==> src/rtl/cwps_pkg.sv <==
// Package: types, constants and state codes for the centered window path smoother.
package cwps_pkg;

    localparam int MAX_RADIUS_DEF    = 15;
    // all axes share one Q format, so the fraction width changes no arithmetic
    localparam int FRACTION_BITS_DEF = 16;
    localparam int POS_W             = 32;
    localparam int STAMP_W           = 64;
    localparam int RAD_W             = 4;
    localparam int SEEN_W            = 16;

    typedef struct packed {
        logic signed [STAMP_W-1:0] time_stamp;
        logic signed [POS_W-1:0]   pos_x;
        logic signed [POS_W-1:0]   pos_y;
        logic signed [POS_W-1:0]   pos_angle;
        logic                      last_sample;
    } t_in_item;

    typedef struct packed {
        logic signed [STAMP_W-1:0] out_time_stamp;
        logic signed [POS_W-1:0]   cum_x;
        logic signed [POS_W-1:0]   avg_x;
        logic signed [POS_W-1:0]   norm_x;
        logic signed [POS_W-1:0]   cum_y;
        logic signed [POS_W-1:0]   avg_y;
        logic signed [POS_W-1:0]   norm_y;
        logic signed [POS_W-1:0]   cum_angle;
        logic signed [POS_W-1:0]   avg_angle;
        logic signed [POS_W-1:0]   norm_angle;
        logic                      last_result;
    } t_out_item;

    // Sequencer states
    typedef enum logic [2:0] {
        ST_IDLE,
        ST_SETUP,
        ST_RD,
        ST_ACC,
        ST_DIV,
        ST_OUT
    } t_state;

endpackage

==> src/rtl/cwps_div.sv <==
// Serial restoring divider: signed dividend by small unsigned count, truncating.
module cwps_div
    import cwps_pkg::*;
#(
    parameter int DVD_W = 40,
    parameter int DVS_W = 8
) (
    input  logic                    i_clk,
    input  logic                    i_rst_n,
    input  logic                    i_start,
    input  logic signed [DVD_W-1:0] i_dividend,
    input  logic [DVS_W-1:0]        i_divisor,
    output logic                    o_done,
    output logic signed [DVD_W-1:0] o_quotient
);
    localparam int CNT_W = $clog2(DVD_W + 1);

    logic [DVD_W-1:0] r_quo, n_quo;
    logic [DVS_W:0]   r_rem, n_rem;
    logic [CNT_W-1:0] r_cnt, n_cnt;
    logic             r_neg, n_neg;
    logic             r_busy, n_busy;
    logic             r_done, n_done;
    logic [DVS_W:0]   w_trial;
    logic [DVS_W:0]   w_sub;

    // One quotient bit per cycle
    always_comb begin
        n_quo  = r_quo;
        n_rem  = r_rem;
        n_cnt  = r_cnt;
        n_neg  = r_neg;
        n_busy = r_busy;
        n_done = 1'b0;
        w_trial = {r_rem[DVS_W-1:0], r_quo[DVD_W-1]};
        w_sub   = w_trial - {1'b0, i_divisor};
        if (i_start) begin
            n_neg  = i_dividend[DVD_W-1];
            n_quo  = i_dividend[DVD_W-1] ? DVD_W'(-i_dividend) : DVD_W'(i_dividend);
            n_rem  = '0;
            n_cnt  = CNT_W'(DVD_W);
            n_busy = 1'b1;
        end else if (r_busy) begin
            if (w_trial >= {1'b0, i_divisor}) begin
                n_rem = w_sub;
                n_quo = {r_quo[DVD_W-2:0], 1'b1};
            end else begin
                n_rem = w_trial;
                n_quo = {r_quo[DVD_W-2:0], 1'b0};
            end
            n_cnt = r_cnt - 1'b1;
            if (r_cnt == CNT_W'(1)) begin
                n_busy = 1'b0;
                n_done = 1'b1;
            end
        end
    end

    always_ff @(posedge i_clk) begin
        if (!i_rst_n) begin
            r_busy <= 1'b0;
            r_done <= 1'b0;
            r_cnt  <= '0;
        end else begin
            r_busy <= n_busy;
            r_done <= n_done;
            r_cnt  <= n_cnt;
        end
        r_quo <= n_quo;
        r_rem <= n_rem;
        r_neg <= n_neg;
    end

    assign o_done     = r_done;
    assign o_quotient = r_neg ? -$signed(r_quo) : $signed(r_quo);

endmodule

==> config.mk <==
export PLATFORM = sky130hd
export DESIGN_NAME = cwps_div
export DESIGN_NICKNAME = d
export VERILOG_FILES = /design/src/rtl/cwps_pkg.sv /design/src/rtl/cwps_div.sv
export SDC_FILE = /design/constraint.sdc
export NUM_CORES = 1
export LEC_CHECK = 0
export BUFFER_PORTS_ARGS = -buffer_cell sky130_fd_sc_hd__buf_2
export CORE_MARGIN = 3
export CORE_UTILIZATION = 32
export CTS_CLUSTER_SIZE = 40
export DETAILED_ROUTE_END_ITERATION = 10
export PLACE_DENSITY = 0.49
export SYNTH_ARGS = -nofsm -noshare
export SYNTH_HDL_FRONTEND = slang
export SYNTH_SLANG_ARGS = --single-unit
==> constraint.sdc <==
create_clock -name i_clk -period 6.2 [get_ports i_clk]
set_input_delay 0.62 -clock i_clk [delete_from_list [all_inputs] [get_ports i_clk]]
set_output_delay 0.62 -clock i_clk [all_outputs]
set_load 0.1 [all_outputs]
### Word level (Yosys, flattened, before mapping)

Index checks and enable logic that the tools add are counted.

| operators by class | value |
|---|---|
| $add $sub $neg | 4 |
| $lt $le $gt $ge | 1 |
| eq/ne operators | 1 |
| muxes and demuxes | 12 |
| bitwise logic cells | 2 |
| reduce and logical (&&, ||, !) cells | 3 |

Operators with widths:

| cell | number |
|---|---|
| 2-to-1 mux 40 bit | 4 |
| negation 40 bit | 2 |
| 2-to-1 mux 6 bit | 2 |
| greater-or-equal comparator 9 x 8 -> 1 bit | 1 |
| 2-to-1 mux 8 bit | 1 |
| subtractor 8 bit | 1 |
| equality test 6 x 1 -> 1 bit, second input constant | 1 |
| subtractor 6 x 1 -> 6 bit, second input constant | 1 |
| 2-to-1 mux 1 bit | 5 |
| OR reduction 3 bit | 1 |
| inverter 1 bit | 2 |
| nonzero test 2 bit | 1 |
| OR reduction 2 bit | 1 |

| word-level totals | value |
|---|---|
| register bits after elaboration | 57 |
| bits of input ports | 51 |
| output and inout bits | 41 |
| logic and storage cells | 30 |

### Longest topological paths before layout

| logic depth | value |
|---|---|
| depth after elaboration | 4 |
| gate-level depth with buffers | 9 |
| mapped depth without buffers | 9 |

### Least setup slack after synthesis

No wires, ideal clock.

| timing path | value |
|---|---|
| path type | register to output |
| from | register r_quo[11] |
| to | output o_quotient[39] |
| arrival time | 3.041 ns |
| data required time | 5.580 ns |
| path slack | 2.539 ns |
| cell stages (with the launch flop) | 7 |
| buffers on the path | 0 |
| path through | edfxtp_1 or4_1 nor4b_1 and4b_1 nand3_1 o41ai_1 xnor2_1 |

| between the ends | value |
|---|---|
| word-level cells in the longest chain between the ends | 2 |

Ends and longest elaborated chain:

| element | line | RTL |
|---|---|---|
| from (decl) | cwps_div.sv:18 | `logic [DVD_W-1:0] r_quo, n_quo;` |
| from (signal assigned) | cwps_div.sv:69 | `r_quo <= n_quo;` |
| negation 40 bit | cwps_div.sv:75 | `assign o_quotient = r_neg ? -$signed(r_quo) : $signed(r_quo);` |
| 2-to-1 mux 40 bit | cwps_div.sv:75 |  |
| to (decl) | cwps_div.sv:14 | `output logic signed [DVD_W-1:0] o_quotient` |

No other way between the ends.

### Worst setup path in the final report

Ends and elaborated chain as after synthesis.

==> run metrics <==
Switching Share=44.6%; Avg Synthesized Cell Area=8.94 um^2; Finished Cell Area=5280 um^2; initial core utilization=32.9%; DRT Wirelength=12.0 mm; final worst setup slack=2100 ps; DR pass1 iterations=4; Post-synth EDFFs=41; Peak VDD IR=0.124 mV; Multi-input gate area=2650 um^2; CP max stage cell=or4_1; fill count=1371; Syn Inst Count=490; ratio of cells with drive above 1 in the final layout=22.5%; Pwr per Cell Area=318 nW/um^2; Nets=636; CORE AREA=13300 um^2; yosys warns=0; Die Wd=123 um; CTS Buffer Depth=2; antenna violations before repair=2; largest net degree at the start of global routing=81; Skew-Pair Late Insertion Delay=320 ps; Slew Viols, Final=0; relative slew slack=40.5%; FF/Latch Area=1550 um^2; Synth area leader=edfxtp_1; routability-driven placement congestion ratio=0.843; Final Hold Viols=0; sequential element share of the synthesized area=35.4%; GRT Overall Usage=16.0%; Max stage delay on crit path=620 ps; TritonCTS clock tree=built; Vias=3901; hold_buf cts=0; total CTS buffers=9; Setup CP Type=reg -> out; GR Overflow Total=0; largest cells by area after synthesis=edfxtp_1 28%, xnor2_1 10%, dfxtp_1 7.3%; combinational share of power=41.0%; Hold Crit Start=r_rem[3]$_SDFFE_PP0P_; run status=finished clean; DRT iter0 DRCs=188; top-count cell post-synth=nor2_1; DIE HEIGHT=123 um; Die ar.=15100 um^2; Syn-to-layout area delta=20.7%; period utilization=66.2%; CP endpoint kind=output pin; Placed Instance Area=4990 um^2; number of routed nets with antenna violations=0; ys flop type=edfxtp_1; CTS root buf=clkbuf_16; CP startpoint kind=register; Hold Path Depth=2; wire length per cell=15.9 um; clock group share of total power=28.6%; R2R setup slack=3490 ps; Min-Delay Path Class=reg -> reg; PortBufs=91; leak pwr=2.02 nW; synth cell count leaders=52 x nor2_1, 51 x xnor2_1, 41 x edfxtp_1; pre-CTS WS=2400 ps; crit-path max FO=5; Max Fclk=0.244 GHz; clock skew=3.87 ps; first-pass GRT wire length=18.8 mm; cts repair resizes=0; Critical Path AT=3480 ps; setup TNS=0 ps; worst path cell trace=or4_1 > nor4b_1 > and4b_1 > nand3_1 > o41ai_1 > xnor2_1 > buf_2; post-layout minimum cycle time=4100 ps; Worst Path Required=5580 ps; # rows=42; syn_nets=554; Yosys reg bits=57; reg-to-reg endpoint=r_quo[17]$_DFFE_PP_; htree depth=3; # DRC=0; part of the power in registers=30.4%; Hold EP=r_rem[3]$_SDFFE_PP0P_; actual slew at the worst max-slew pin=881 ps; Ports=92; R2R Path Start=r_busy$_SDFF_PN0_; detailed-placement wirelength estimate=8.98 mm; library cells used by synthesis=51; vias per cell=5.17; Post-CTS Setup Bufs=0; Sw Pwr=0.751 mW; FF-to-FF path depth=3; Synth async-reset ratio=0%; maxcap violations=0; post-synthesis cell area=4380 um^2; Synth top area share=28.1%; CTS sink cnt=57; RSZ-0062 raised after global routing=false; endpoints failing setup=0; Reg clk slew, reported paths=50 ps; Int Power=0.932 mW; vias in the first global route=3742
-- worst max-delay path by stage --
stage | start | to | slack [ps] | depth (start not counted)
final | r_quo[11]$_DFFE_PP_ | o_quotient[39] | 2100 | 7
after floorplan | r_quo[11]$_DFFE_PP_ | o_quotient[39] | 2540 | 6
after global routing | r_quo[11]$_DFFE_PP_ | o_quotient[39] | 1840 | 7
after CTS | r_quo[11]$_DFFE_PP_ | o_quotient[39] | 2050 | 7
after global placement | r_quo[11]$_DFFE_PP_ | o_quotient[39] | 2470 | 7
after detailed placement | r_quo[11]$_DFFE_PP_ | o_quotient[39] | 2400 | 7
-- cell usage in the layout (no fill, tap or decap), types with 16 or more instances in the layout --
cell	netlist	final
nor2_1	52	52
buf_2	1	91
o31ai_1	20	20
xor2_1	32	32
inv_1	19	19
xnor2_1	51	51
edfxtp_1	41	41
o21ai_0	29	29
dfxtp_1	16	16
a21oi_1	39	39
nand2_1	33	33
-- per-stage QoR --
stage	hold slack, ps	total power, mW	utilization, %	cells
after floorplan	469	1.08	-	490
after global placement	487	1.21	37.5	737
after detailed placement	506	1.21	37.5	737
after CTS	513	1.70	39.7	753
after global routing	530	1.76	39.7	754
final	509	1.68	39.7	754
-- power groups by stage --
stage | clock [mW] | sequential, mW | combinational [mW]
after floorplan | 0 | 0.502 | 0.580
after global placement | 0 | 0.517 | 0.694
after detailed placement | 0 | 0.518 | 0.695
after CTS | 0.496 | 0.511 | 0.697
after global routing | 0.510 | 0.518 | 0.730
final | 0.481 | 0.511 | 0.690
-- layout make-up --
class / count / share of cell area (%)
Sequential cell: 57 / 29.4
Inverter: 20 / 1.42
Tap cell: 176 / 4.17
Multi-Input combinational cell: 388 / 50.1
Clock buffer: 14 / 5.40
Timing Repair Buffer: 96 / 9.33
Clock inverter: 2 / 0.189
Antenna cell: 1 / 0.0474
-- flip-flops by register name (all words and copies together), names as in the netlist --
signal  cells
o_done      1
r_cnt       6
r_busy      1
r_quo      40
r_rem       8
r_neg       1
-- critical path, delay by kind of cell, from the launching register on --
family	cells	cell delay, ps
AO/OA/AOI/OAI	1	380
XOR/XNOR	1	200
buffers and inverters	1	470
flip-flops	1	440
AND/OR/NAND/NOR	4	1670
-- kinds of logic after synthesis --
logic type	Yosys count	share of synthesized area, %
adder cells (fa/ha/maj)	13	3.89
XOR/XNOR	83	16.6
AO/OA/AOI/OAI	127	19.3
multiplexers	12	3.00
flip-flops	57	35.4
buffers and inverters	45	4.14
AND/OR/NAND/NOR	153	17.7
-- metal layers --
| metal | routed length (um) | share of wire, % | GRT usage [%] | vias to the layer above |
|---|---|---|---|---|
| li1 | - | - | - | 1959 |
| met1 | 5510 | 46 | 20.5 | 1835 |
| met2 | 5590 | 47 | 26.6 | 84 |
| met3 | 616 | 5.1 | 3.39 | 21 |
| met4 | 240 | 2.0 | 6.23 | 2 |
| met5 | 13 | 0.11 | 0 | - |
Note: power is estimated with default switching activity, not from simulation.
